<file path="config.mk">
export PLATFORM = sky130hd
export DESIGN_NAME = spi_master_byte_shifter_core
export DESIGN_NICKNAME = d
export VERILOG_FILES = /design/src/sv/spim_pkg.sv /design/src/sv/spim_front.sv /design/src/sv/spim_queue.sv /design/src/sv/spim_back.sv /design/src/sv/spi_master_byte_shifter_core.sv
export SDC_FILE = /design/constraint.sdc
export NUM_CORES = 1
export LEC_CHECK = 0
export CORE_MARGIN = 10
export CORE_UTILIZATION = 55
export CTS_BUF_LIST = sky130_fd_sc_hd__clkbuf_4 sky130_fd_sc_hd__clkbuf_8 sky130_fd_sc_hd__clkbuf_16
export DETAILED_ROUTE_END_ITERATION = 7
export DONT_BUFFER_PORTS = 1
export GPL_TIMING_DRIVEN = 0
export PLACE_DENSITY = 0.7
export SLEW_MARGIN = 5
export SYNTH_ARGS = -nofsm -noshare
export SYNTH_HDL_FRONTEND = slang
export SYNTH_SLANG_ARGS = --single-unit
</file>
<file path="constraint.sdc">
create_clock -name clk -period 3.2 [get_ports clk]
set_input_delay 0.16 -clock clk [delete_from_list [all_inputs] [get_ports clk]]
set_output_delay 0.16 -clock clk [all_outputs]
set_load 0.02 [all_outputs]
</file>
<file path="src/sv/spim_pkg.sv">
package spim_pkg;

  localparam int NUM_SLAVES_DEF = 8;
  localparam int SEL_W          = 8;
  localparam int BYTE_W         = 8;
  localparam int IDX_W          = 3;
  localparam int MODE_W         = 2;
  localparam int EDGE_W         = 4;
  localparam logic [EDGE_W-1:0] LAST_EDGE = 4'd15;
  localparam int CMDQ_DEPTH     = 2;

  typedef enum logic [1:0] {
    MODE_SELECT   = 2'd0,
    MODE_DESELECT = 2'd1,
    MODE_LOAD     = 2'd2,
    MODE_TICK     = 2'd3
  } in_mode_t;

  typedef enum logic [2:0] {
    CMD_NOP,
    CMD_SELECT,
    CMD_DESELECT,
    CMD_LOAD,
    CMD_TICK
  } cmd_kind_t;

  typedef struct packed {
    cmd_kind_t         kind;
    logic [IDX_W-1:0]  slave_index;
    logic [BYTE_W-1:0] send_byte;
    logic              miso_level;
  } cmd_t;

  typedef struct packed {
    logic              clock_level;
    logic              mosi_level;
    logic [SEL_W-1:0]  select_lines;
    logic [BYTE_W-1:0] received_byte;
    logic              busy_res;
    logic              byte_done;
  } result_t;

endpackage

</file>
<file path="src/sv/spim_front.sv">
module spim_front
  import spim_pkg::*;
#(
  parameter int NUM_SLAVES = NUM_SLAVES_DEF
) (
  input  logic [MODE_W-1:0] in_mode,
  input  logic [IDX_W-1:0]  in_slave_index,
  input  logic [BYTE_W-1:0] in_send_byte,
  input  logic              in_miso_level,
  output cmd_t              cmd
);

  localparam logic [IDX_W:0] NUM_SLAVES_L = (IDX_W+1)'(NUM_SLAVES);

  logic idx_ok;

  assign idx_ok = {1'b0, in_slave_index} < NUM_SLAVES_L;

  always_comb begin
    cmd.slave_index = in_slave_index;
    cmd.send_byte   = in_send_byte;
    cmd.miso_level  = in_miso_level;
    case (in_mode_t'(in_mode))
      MODE_SELECT:   cmd.kind = idx_ok ? CMD_SELECT : CMD_NOP;
      MODE_DESELECT: cmd.kind = idx_ok ? CMD_DESELECT : CMD_NOP;
      MODE_LOAD:     cmd.kind = CMD_LOAD;
      MODE_TICK:     cmd.kind = CMD_TICK;
      default:       cmd.kind = CMD_NOP;
    endcase
  end

endmodule

</file>
<file path="src/sv/spim_queue.sv">
module spim_queue
  import spim_pkg::*;
(
  input  logic clk,
  input  logic rst_n,
  input  logic push,
  input  cmd_t push_cmd,
  output logic full,
  input  logic pop,
  output logic valid,
  output cmd_t head_cmd
);

  localparam int PTR_W = (CMDQ_DEPTH > 1) ? $clog2(CMDQ_DEPTH) : 1;
  localparam int CNT_W = $clog2(CMDQ_DEPTH + 1);
  localparam logic [PTR_W-1:0] PTR_LAST = PTR_W'(CMDQ_DEPTH - 1);
  localparam logic [CNT_W-1:0] CNT_FULL = CNT_W'(CMDQ_DEPTH);

  cmd_t             mem_r [CMDQ_DEPTH];
  logic [PTR_W-1:0] wr_ptr_r, wr_ptr_nxt;
  logic [PTR_W-1:0] rd_ptr_r, rd_ptr_nxt;
  logic [CNT_W-1:0] cnt_r, cnt_nxt;
  logic             do_push, do_pop;

  assign full     = cnt_r == CNT_FULL;
  assign valid    = cnt_r != '0;
  assign head_cmd = mem_r[rd_ptr_r];
  assign do_push  = push & ~full;
  assign do_pop   = pop & valid;

  always_comb begin
    wr_ptr_nxt = wr_ptr_r;
    rd_ptr_nxt = rd_ptr_r;
    cnt_nxt    = cnt_r;
    if (do_push) begin
      wr_ptr_nxt = (wr_ptr_r == PTR_LAST) ? '0 : wr_ptr_r + 1'b1;
    end
    if (do_pop) begin
      rd_ptr_nxt = (rd_ptr_r == PTR_LAST) ? '0 : rd_ptr_r + 1'b1;
    end
    if (do_push && !do_pop) begin
      cnt_nxt = cnt_r + 1'b1;
    end else if (do_pop && !do_push) begin
      cnt_nxt = cnt_r - 1'b1;
    end
  end

  always_ff @(posedge clk) begin
    if (!rst_n) begin
      wr_ptr_r <= '0;
      rd_ptr_r <= '0;
      cnt_r    <= '0;
    end else begin
      wr_ptr_r <= wr_ptr_nxt;
      rd_ptr_r <= rd_ptr_nxt;
      cnt_r    <= cnt_nxt;
    end
  end

  always_ff @(posedge clk) begin
    if (do_push) begin
      mem_r[wr_ptr_r] <= push_cmd;
    end
  end

endmodule

</file>
<file path="src/sv/spim_back.sv">
module spim_back
  import spim_pkg::*;
(
  input  logic              clk,
  input  logic              rst_n,
  input  logic              cfg_wr_en,
  input  logic [1:0]        cfg_wr_data,
  input  logic              q_valid,
  input  cmd_t              q_cmd,
  output logic              q_pop,
  input  logic              out_pop,
  output logic              out_empty,
  output result_t           res
);

  logic [1:0]        clock_mode_r, clock_mode_nxt;
  logic              sck_r, sck_nxt;
  logic              mosi_r, mosi_nxt;
  logic [BYTE_W-1:0] tx_r, tx_nxt;
  logic [BYTE_W-1:0] rx_r, rx_nxt;
  logic [EDGE_W-1:0] edge_r, edge_nxt;
  logic              active_r, active_nxt;
  logic [SEL_W-1:0]  sel_r, sel_nxt;
  logic              out_valid_r, out_valid_nxt;
  result_t           res_r, res_nxt;
  logic              take, done, leading, sample_now, cpol, cpha;
  logic [SEL_W-1:0]  idx_mask;

  assign cpol      = clock_mode_r[1];
  assign cpha      = clock_mode_r[0];
  assign take      = q_valid & (~out_valid_r | out_pop);
  assign q_pop     = take;
  assign out_empty = ~out_valid_r;
  assign res       = res_r;
  assign leading   = ~edge_r[0];
  assign sample_now = cpha ? ~leading : leading;
  assign idx_mask  = SEL_W'(1) << q_cmd.slave_index;

  always_comb begin
    clock_mode_nxt = clock_mode_r;
    sck_nxt        = sck_r;
    mosi_nxt       = mosi_r;
    tx_nxt         = tx_r;
    rx_nxt         = rx_r;
    edge_nxt       = edge_r;
    active_nxt     = active_r;
    sel_nxt        = sel_r;
    done           = 1'b0;

    if (take) begin
      case (q_cmd.kind)
        CMD_SELECT:   sel_nxt = sel_r & ~idx_mask;
        CMD_DESELECT: sel_nxt = sel_r | idx_mask;
        CMD_LOAD: begin
          if (!active_r) begin
            active_nxt = 1'b1;
            edge_nxt   = '0;
            rx_nxt     = '0;
            sck_nxt    = cpol;
            if (!cpha) begin
              mosi_nxt = q_cmd.send_byte[BYTE_W-1];
              tx_nxt   = {q_cmd.send_byte[BYTE_W-2:0], 1'b0};
            end else begin
              tx_nxt = q_cmd.send_byte;
            end
          end
        end
        CMD_TICK: begin
          if (active_r) begin
            sck_nxt = leading ? ~cpol : cpol;
            if (sample_now) begin
              rx_nxt = {rx_r[BYTE_W-2:0], q_cmd.miso_level};
            end else if (edge_r != LAST_EDGE) begin
              mosi_nxt = tx_r[BYTE_W-1];
              tx_nxt   = {tx_r[BYTE_W-2:0], 1'b0};
            end
            edge_nxt = edge_r + 1'b1;
            if (edge_r == LAST_EDGE) begin
              active_nxt = 1'b0;
              done       = 1'b1;
            end
          end
        end
        default: ;
      endcase
    end

    if (cfg_wr_en) begin
      clock_mode_nxt = cfg_wr_data;
      if (!active_r) begin
        sck_nxt = cfg_wr_data[1];
      end
    end

    res_nxt.clock_level   = sck_nxt;
    res_nxt.mosi_level    = mosi_nxt;
    res_nxt.select_lines  = sel_nxt;
    res_nxt.received_byte = rx_nxt;
    res_nxt.busy_res      = active_nxt;
    res_nxt.byte_done     = done;

    if (take) begin
      out_valid_nxt = 1'b1;
    end else if (out_pop) begin
      out_valid_nxt = 1'b0;
    end else begin
      out_valid_nxt = out_valid_r;
    end
  end

  always_ff @(posedge clk) begin
    if (!rst_n) begin
      clock_mode_r <= '0;
      sck_r        <= 1'b0;
      mosi_r       <= 1'b0;
      tx_r         <= '0;
      rx_r         <= '0;
      edge_r       <= '0;
      active_r     <= 1'b0;
      sel_r        <= '1;
      out_valid_r  <= 1'b0;
    end else begin
      clock_mode_r <= clock_mode_nxt;
      sck_r        <= sck_nxt;
      mosi_r       <= mosi_nxt;
      tx_r         <= tx_nxt;
      rx_r         <= rx_nxt;
      edge_r       <= edge_nxt;
      active_r     <= active_nxt;
      sel_r        <= sel_nxt;
      out_valid_r  <= out_valid_nxt;
    end
  end

  always_ff @(posedge clk) begin
    if (take) begin
      res_r <= res_nxt;
    end
  end

endmodule

</file>
<file path="src/sv/spi_master_byte_shifter_core.sv">
// SPI master byte shifter, clock modes 0 to 3, MSB first. Each beat on the
// input queue selects or deselects a slave, loads a byte, or is one SCK half
// period carrying the sampled MISO level; each beat yields exactly one result
// beat with the pin levels after it. Sixteen ticks finish a byte and raise
// byte_done. Throughput is one beat per clock, in and out, with pop and push
// in the same cycle, while out_pop keeps taking results; a result passes
// through the two-entry command queue and then the result register. Write cfg only
// while no beat is in flight.
module spi_master_byte_shifter_core
  import spim_pkg::*;
#(
  parameter int NUM_SLAVES = NUM_SLAVES_DEF
) (
  input  logic              clk,
  input  logic              rst_n,
  input  logic              cfg_wr_en,
  input  logic [1:0]        cfg_wr_data,
  input  logic              in_push,
  output logic              in_full,
  input  logic [MODE_W-1:0] in_mode,
  input  logic [IDX_W-1:0]  in_slave_index,
  input  logic [BYTE_W-1:0] in_send_byte,
  input  logic              in_miso_level,
  output logic              out_empty,
  input  logic              out_pop,
  output logic              out_clock_level,
  output logic              out_mosi_level,
  output logic [SEL_W-1:0]  out_select_lines,
  output logic [BYTE_W-1:0] out_received_byte,
  output logic              out_busy_res,
  output logic              out_byte_done
);

  cmd_t    front_cmd, head_cmd;
  logic    q_valid, q_pop;
  result_t res;

  spim_front #(
    .NUM_SLAVES(NUM_SLAVES)
  ) u_front (
    .in_mode        (in_mode),
    .in_slave_index (in_slave_index),
    .in_send_byte   (in_send_byte),
    .in_miso_level  (in_miso_level),
    .cmd            (front_cmd)
  );

  spim_queue u_queue (
    .clk      (clk),
    .rst_n    (rst_n),
    .push     (in_push),
    .push_cmd (front_cmd),
    .full     (in_full),
    .pop      (q_pop),
    .valid    (q_valid),
    .head_cmd (head_cmd)
  );

  spim_back u_back (
    .clk         (clk),
    .rst_n       (rst_n),
    .cfg_wr_en   (cfg_wr_en),
    .cfg_wr_data (cfg_wr_data),
    .q_valid     (q_valid),
    .q_cmd       (head_cmd),
    .q_pop       (q_pop),
    .out_pop     (out_pop),
    .out_empty   (out_empty),
    .res         (res)
  );

  assign out_clock_level   = res.clock_level;
  assign out_mosi_level    = res.mosi_level;
  assign out_select_lines  = res.select_lines;
  assign out_received_byte = res.received_byte;
  assign out_busy_res      = res.busy_res;
  assign out_byte_done     = res.byte_done;

endmodule

</file>
==> qor.yml, run 1 <==
status:
  status: "finished clean"
final_layout:
  diodes: 0
  fillers: 556
  syn_to_final_growth_pct: 12.7
  seqCellArea_um2: 2280
  nNetsFinal: 383
  finalInstanceArea_um2: 4380
  multi_input_area_um2: 1490
  layout-drive-gt1-share_pct: 11.0
clock_network:
  cts_inserted_buffers: 9
  clk-insertion-delay-late_ns: 0.36
  path_clk_slew_ns: 0.08
  cts_max_level: 3
  cts.sinks: 89
  clockRootBuffer: "clkbuf_8"
  ctsLongestPathBuffers: 2
  cts_tree: "done"
setup_path:
  crit_path_start_kind: "flip-flop"
  cp-end-kind: "flip-flop"
  rrSetupSlack_ns: 0.54
  endpoint: "u_queue.cnt_r[1]"
  arrival_ns: 2.93
  worstRegToRegCells: 7
  startpoint: "u_queue.cnt_r[0]"
  cp_top_family: "simple AND/OR/NAND/NOR gates"
  slowest_delay_ns: 0.55
  rr_startpoint: "u_queue.cnt_r[0]"
  cp_data_required_time_ns: 3.47
  path_class: "reg2reg"
  path_cells: "nor2_1 -> nor2_4 -> clkinv_1 -> ha_1 -> xor2_1 -> or3_1 -> a21boi_0"
  slowest_stage: "nor2_4"
  path_max_fanout: 23
  path_buf_inv: 1
  cp_num_cells: 7
  reg2reg_to: "u_queue.cnt_r[1]"
synthesis:
  synthArstFlopShare_pct: 0
  yosysTopAreaCell: "edfxtp_1"
  ys_warn_count: 0
  syn_area_um2: 3880
  synthTopCellsByArea: "edfxtp_1 (39%), dfxtp_1 (20%), mux2i_1 (4.6%)"
  synth_cell_types: 59
  synth-edff-count: 50
  syn_inst: 331
  ys_ff_latch: 89
  syn_nets: 357
  synth.top_cell.area_share_pct: 38.7
  yosysSeqAreaShare_pct: 58.8
  synth.avg_cell_area_um2: 11.7
  synth_flop_cell: "edfxtp_1"
pwr:
  clkPwrFrac_pct: 26.2
  p_leak_nw: 1.58
  pwr-share-seq_pct: 51.5
  ir_drop_mv: 0.400
  power_density_nw_per_um2: 714
  swShare_pct: 32.0
  intPower_mw: 2.13
  finalPower_mw: 3.12
  p_sw_mw: 1.00
  p_comb_share_pct: 22.3
die:
  initial_core_util_pct: 56.8
  rows: 30
  core_um2: 6830
  num_io_pins: 43
  die_y_um: 104
  die-width_um: 104
  dieArea_um2: 10800
sta:
  timing.fmax_mhz: 376
  slew_violations: 0
  totalNegativeSetupSlack_ns: 0
  hold_ws_ns: 0.0257
  tightest_slew_ns: 0.800
  relSlewSlack_pct: 46.6
  rsz0062_at_grt: "false"
  finalClockSkew_ns: 0.0113
  finalWorstSetupSlack_ns: 0.539
  min_period_ns: 2.66
  hold_violations: 0
  post-route-period-util_pct: 83.2
  final-setup-viol-count: 0
placement:
  place.gp.congestion: 0.819
  pre_cts_ws_ns: 0.0245
  dp_hpwl_um: 5300
  dpl-instance-area_um2: 4000
  port_buffers: 0
detailed_routing:
  vias_per_cell: 5.83
  ant_nets: 0
  via_count: 2668
  drtIter0Drc: 193
  drc: 0
  drt_wl_total_um: 7650
  routedWlPerCell_um: 16.7
  dr.pass1.iters: 5
global_route:
  antenna_found_initial: 0
  grt_max_degree: 24
  grt_pass1_wl_um: 12800
  overflow: 0
  grt_pass1_vias: 2537
  track_usage_pct: 14.3
run:
  cap_violations: 0
min_path:
  min-delay-path-class: "in2reg"
[placed cells by master (no fill, tap or decap), drive strengths merged, types with 3 or more instances in the layout]
| cell | count |
|---|---|
| edfxtp | 50 |
| dfxtp | 39 |
| nand2 | 38 |
| o21ai | 23 |
| clkbuf | 19 |
| mux2i | 18 |
| and2 | 15 |
| dlygate4sd3 | 15 |
| nor2 | 14 |
| inv | 11 |
| o211ai | 11 |
| nand3 | 9 |
| a22o | 8 |
| o211a | 7 |
| nor2b | 5 |
| a21oi | 5 |
| a21boi | 5 |
| ha | 5 |
| nand2b | 4 |
| nor3 | 4 |
| or2 | 4 |
| clkinv | 4 |
| a211oi | 3 |
| o22ai | 3 |
| xnor2 | 3 |
| nand4 | 3 |
| o2bb2ai | 3 |
[power by group through the flow]
stage          Combinational, mW  Clock, mW  Sequential [mW]
2_1_floorplan              0.526          0             1.61
3_3_place_gp               0.655          0             1.64
3_5_place_dp               0.669          0             1.64
4_1_cts                    0.692      0.831             1.62
5_1_grt                    0.775      0.877             1.63
6_report                   0.697      0.820             1.61
[layer usage]
layer | track usage [%] | vias up | share of wire [%]
li1 | - | 1288 | -
met3 | 4.46 | 18 | 6.9
met2 | 21.4 | 103 | 45
met5 | 0 | - | 0
met1 | 18.2 | 1259 | 46
met4 | 7.16 | 0 | 2.2
[repair_timing]
action | 4_1_cts | 5_1_grt
hold endpoints to repair | 27 | 0
setup buffers | 0 | 0
hold buffers | 15 | 0
setup endpoints to repair | 0 | 13
resized for setup | 0 | 1
[registers in the layout (all words and copies together) (netlist names), named ones only]
| signal | flops |
|---|---|
| u_back.tx_r | 8 |
| u_back.rx_r | 8 |
| u_queue.mem_r | 30 |
| u_back.mosi_r | 1 |
| u_back.res | 20 |
| u_back.sck_r | 1 |
| u_back.sel_r | 8 |
| u_queue.wr_ptr_r | 1 |
| u_queue.cnt_r | 2 |
| u_back.clock_mode_r | 2 |
| u_back.active_r | 1 |
| u_back.out_valid_r | 1 |
| u_queue.rd_ptr_r | 1 |
| u_back.edge_r | 4 |
[stage by stage]
stage,util (%),cells
after CTS,63.9,458
final,64.0,458
after global routing,64.0,458
after detailed placement,58.6,427
after global placement,58.6,427
after floorplan,-,331
[layout make-up]
cell class / instances / share of cell area, %
Clock inverter: 6 / 1.89
Timing Repair Buffer: 15 / 3.43
Buffer: 11 / 1.66
Inverter: 12 / 1.03
Clock buffer: 10 / 3.00
Sequential cell: 89 / 52.2
Multi-Input combinational cell: 219 / 34.1
Tap cell: 96 / 2.75
[cells in the mapped netlist (all sizes together) (3+ instances only)]
library cell and count:
o2bb2ai 3, nand3 9, nor2 14, and2 15, nand2b 4, a22o 8
o21ai 23, o211a 7, or2 4, nor3 4, mux2i 18, dfxtp 39
clkbuf 9, a211oi 3, xnor2 3, nand4 3, o211ai 11, edfxtp 50
nand2 38, inv 11, a21oi 5, ha 5, nor2b 5, o22ai 3
a21boi 5
[logic make-up after synthesis]
logic type | share of synthesized area [%]
multiplexers | 5.22
AND/OR/NAND/NOR | 14.6
AO/OA/AOI/OAI | 15.7
flip-flops | 58.8
buffers and inverters | 3.03
XOR/XNOR | 1.13
adder cells (fa/ha/maj) | 1.61
[worst register-to-register path, stage by stage, from the launching register on]
cell,delay [ns]
dfxtp_1,0.42
nor2_1,0.19
nor2_4,0.55
clkinv_1,0.45
ha_1,0.33
xor2_1,0.15
or3_1,0.30
a21boi_0,0.18
[how the worst min path moves through the flow]
stage	from	endpoint	slack [ns]	cells after the start
2_1_floorplan	in_miso_level	u_queue.mem_r[0][0]	0.26	0
3_3_place_gp	in_send_byte[6]	u_queue.mem_r[0][7]	0.26	0
3_5_place_dp	in_send_byte[2]	u_queue.mem_r[0][3]	0.26	0
4_1_cts	cfg_wr_en	u_back.res[19]	0.02	1
5_1_grt	cfg_wr_en	u_back.res[19]	0.02	1
6_report	cfg_wr_en	u_back.res[19]	0.03	1
Power figures use the tool's default switching activity.
==> run 2, diff against run 1 <==
==> constraint.sdc (replaced) <==
create_clock -name clk -period 2.7 [get_ports clk]
set_input_delay 0.135 -clock clk [delete_from_list [all_inputs] [get_ports clk]]
set_output_delay 0.135 -clock clk [all_outputs]
set_load 0.02 [all_outputs]
==> run 2 against run 1 <==
Compared with the run above: register-to-register slack got worse by 0.25 ns; clock skew grew 0.00067 ns; global-route usage stayed put; sequential cell count did not move; via count is 0.97% lower; utilization is 0.092 points higher; critical endpoint unchanged; highest routed layer unchanged.
==> qor.yml, run 2 (same netlist as run 1, synthesis figures left out) <==
status:
  status: "finished clean"  # unchanged
final_layout:
  largest_register: "u_queue.mem_r"  # unchanged
  largest_reg_flops: 30  # unchanged
  finalInstanceArea_um2: 4380  # about the same
  layout-drive-gt1-share_pct: 11.3  # was 11.0%
  final_common_cell: "edfxtp_1"  # unchanged
  final_cell_mix: "edfxtp_1 (50), dfxtp_1 (39), nand2_1 (38)"  # unchanged
  diodes: 0  # unchanged
  fin_util_pct: 64.1  # was 64.0%
  fillers: 554  # was 556
  post_layout_nonfiller_instances: 459  # was 458
  syn_to_final_growth_pct: 12.8  # was 12.7%
  nNetsFinal: 384  # was 383
setup_path:
  path_cells: "nor2_1 -> nor2_4 -> clkinv_1 -> ha_1 -> or3_1 -> a21boi_0"  # was nor2_1 -> nor2_4 -> clkinv_1 -> ha_1 -> xor2_1 -> or3_1 -> a21boi_0
  cp-end-kind: "flip-flop"  # unchanged
  worstRegToRegCells: 6  # was 7
  path_class: "reg2reg"  # unchanged
  crit_path_start_kind: "flip-flop"  # unchanged
  path_max_fanout: 12  # was 23
  slowest_stage: "dfxtp_1"  # was nor2_4
  arrival_ns: 2.69  # was 2.93 ns
  slowest_delay_ns: 0.42  # was 0.55 ns
  cp_data_required_time_ns: 2.98  # was 3.47 ns
detailed_routing:
  via_count: 2642  # was 2,668
  dr.pass1.iters: 4  # was 5
  drc: 0  # unchanged
  drtIter0Drc: 178  # was 193
  routedWlPerCell_um: 17.0  # was 16.7 µm
  vias_per_cell: 5.76  # was 5.83
  ant_nets: 0  # unchanged
  drt_wl_total_um: 7810  # was 7650 µm
global_route:
  overflow: 0  # unchanged
  grt_pass1_vias: 2537  # unchanged
  grt_pass1_wl_um: 12800  # about the same
  track_usage_pct: 14.3  # unchanged
  antenna_found_initial: 0  # unchanged
  grt_max_degree: 24  # unchanged
placement:
  place.gp.congestion: 0.819  # unchanged
  pre_cts_ws_ns: -0.475  # was 0.0245 ns
  port_buffers: 0  # unchanged
  dp_hpwl_um: 5300  # unchanged
  dpl-instance-area_um2: 4000  # unchanged
  dp_cells: 427  # unchanged
sta:
  relSlewSlack_pct: 46.3  # was 46.6%
  finalClockSkew_ns: 0.0119  # was 0.0113 ns
  hold_ws_ns: 0.0159  # was 0.0257 ns
  post-route-period-util_pct: 89.2  # was 83.2%
  timing.fmax_mhz: 415  # was 376 MHz
  totalNegativeSetupSlack_ns: 0  # unchanged
  hold_violations: 0  # unchanged
  tightest_slew_ns: 0.804  # was 0.800 ns
  final-setup-viol-count: 0  # unchanged
  min_period_ns: 2.41  # was 2.66 ns
  rsz0062_at_grt: "false"  # unchanged
  finalWorstSetupSlack_ns: 0.291  # was 0.539 ns
  slew_violations: 0  # unchanged
die:
  num_io_pins: 43  # unchanged
  die-width_um: 104  # unchanged
  rows: 30  # unchanged
  initial_core_util_pct: 56.8  # unchanged
  die_y_um: 104  # unchanged
  core_um2: 6830  # unchanged
  dieArea_um2: 10800  # unchanged
min_path:
  min-delay-path-class: "in2reg"  # unchanged
  min_path_cells: 4  # was 1
clock_network:
  cts_tree: "done"  # unchanged
  clk-insertion-delay-late_ns: 0.37  # was 0.36 ns
  clockRootBuffer: "clkbuf_8"  # unchanged
  cts.sinks: 89  # unchanged
  post-cts-setup-buffers: 0  # unchanged
  path_clk_slew_ns: 0.08  # about the same
  cts_inserted_buffers: 9  # unchanged
  ctsLongestPathBuffers: 2  # unchanged
  cts_max_level: 3  # unchanged
pwr:
  ir_drop_mv: 0.474  # was 0.400 mV
  p_leak_nw: 1.58  # about the same
  finalPower_mw: 3.73  # was 3.12 mW
  power_density_nw_per_um2: 852  # was 714 nW/µm²
run:
  cap_violations: 0  # unchanged
## run 2: changes by cell type in the layout (fill, tap and decap cells not counted)
cell / change
nor2_2: +1
## run 2: power breakdown
group / switching (mW) / internal [mW] / total (mW)
Clock: 0.452 / 0.526 / 0.979
Combinational: 0.548 / 0.301 / 0.849
Sequential: 0.208 / 1.70 / 1.91
## run 2: worst paths after layout
kind	startpoint	to	slack [ns]
max	u_queue.cnt_r[0]	u_queue.cnt_r[1]	0.29
min	cfg_wr_data[1]	u_back.sck_r	0.02
max reg2reg	u_queue.cnt_r[0]	u_queue.cnt_r[1]	0.29
min reg2reg	u_back.tx_r[7]	u_back.tx_r[7]	0.51
## run 2: worst max-delay path: cells and delay by family, from the launching register on
family,cells,cell delay (ns)
AO/OA/AOI/OAI,1,0.18
flip-flops,1,0.42
AND/OR/NAND/NOR,3,0.94
adder cells (fa/ha/maj),1,0.42
buffers and inverters,1,0.36
## run 2: what timing repair did
action	4_1_cts	5_1_grt
gates cloned	0	1
pin swaps	0	1
resized for setup	1	0
hold endpoints to repair	28	0
hold buffers	15	0
setup endpoints to repair	20	7
## run 2: metal layers
metal  track usage, %  wire, µm
met5                0         0
met4             6.66       153
met3             4.21       453
met2             21.8      3570
met1             18.2      3630
## run 2: area by class of cell
| class | instances | area [µm²] | share of cell area [%] |
|---|---|---|---|
| Timing Repair Buffer | 15 | 150 | 3.43 |
| Clock inverter | 6 | 82.6 | 1.88 |
| Multi-Input combinational cell | 220 | 1500 | 34.2 |
| Clock buffer | 10 | 131 | 3.00 |
| Buffer | 11 | 72.6 | 1.66 |
| Inverter | 12 | 45.0 | 1.03 |
| Sequential cell | 89 | 2280 | 52.1 |
| Tap cell | 96 | 120 | 2.74 |
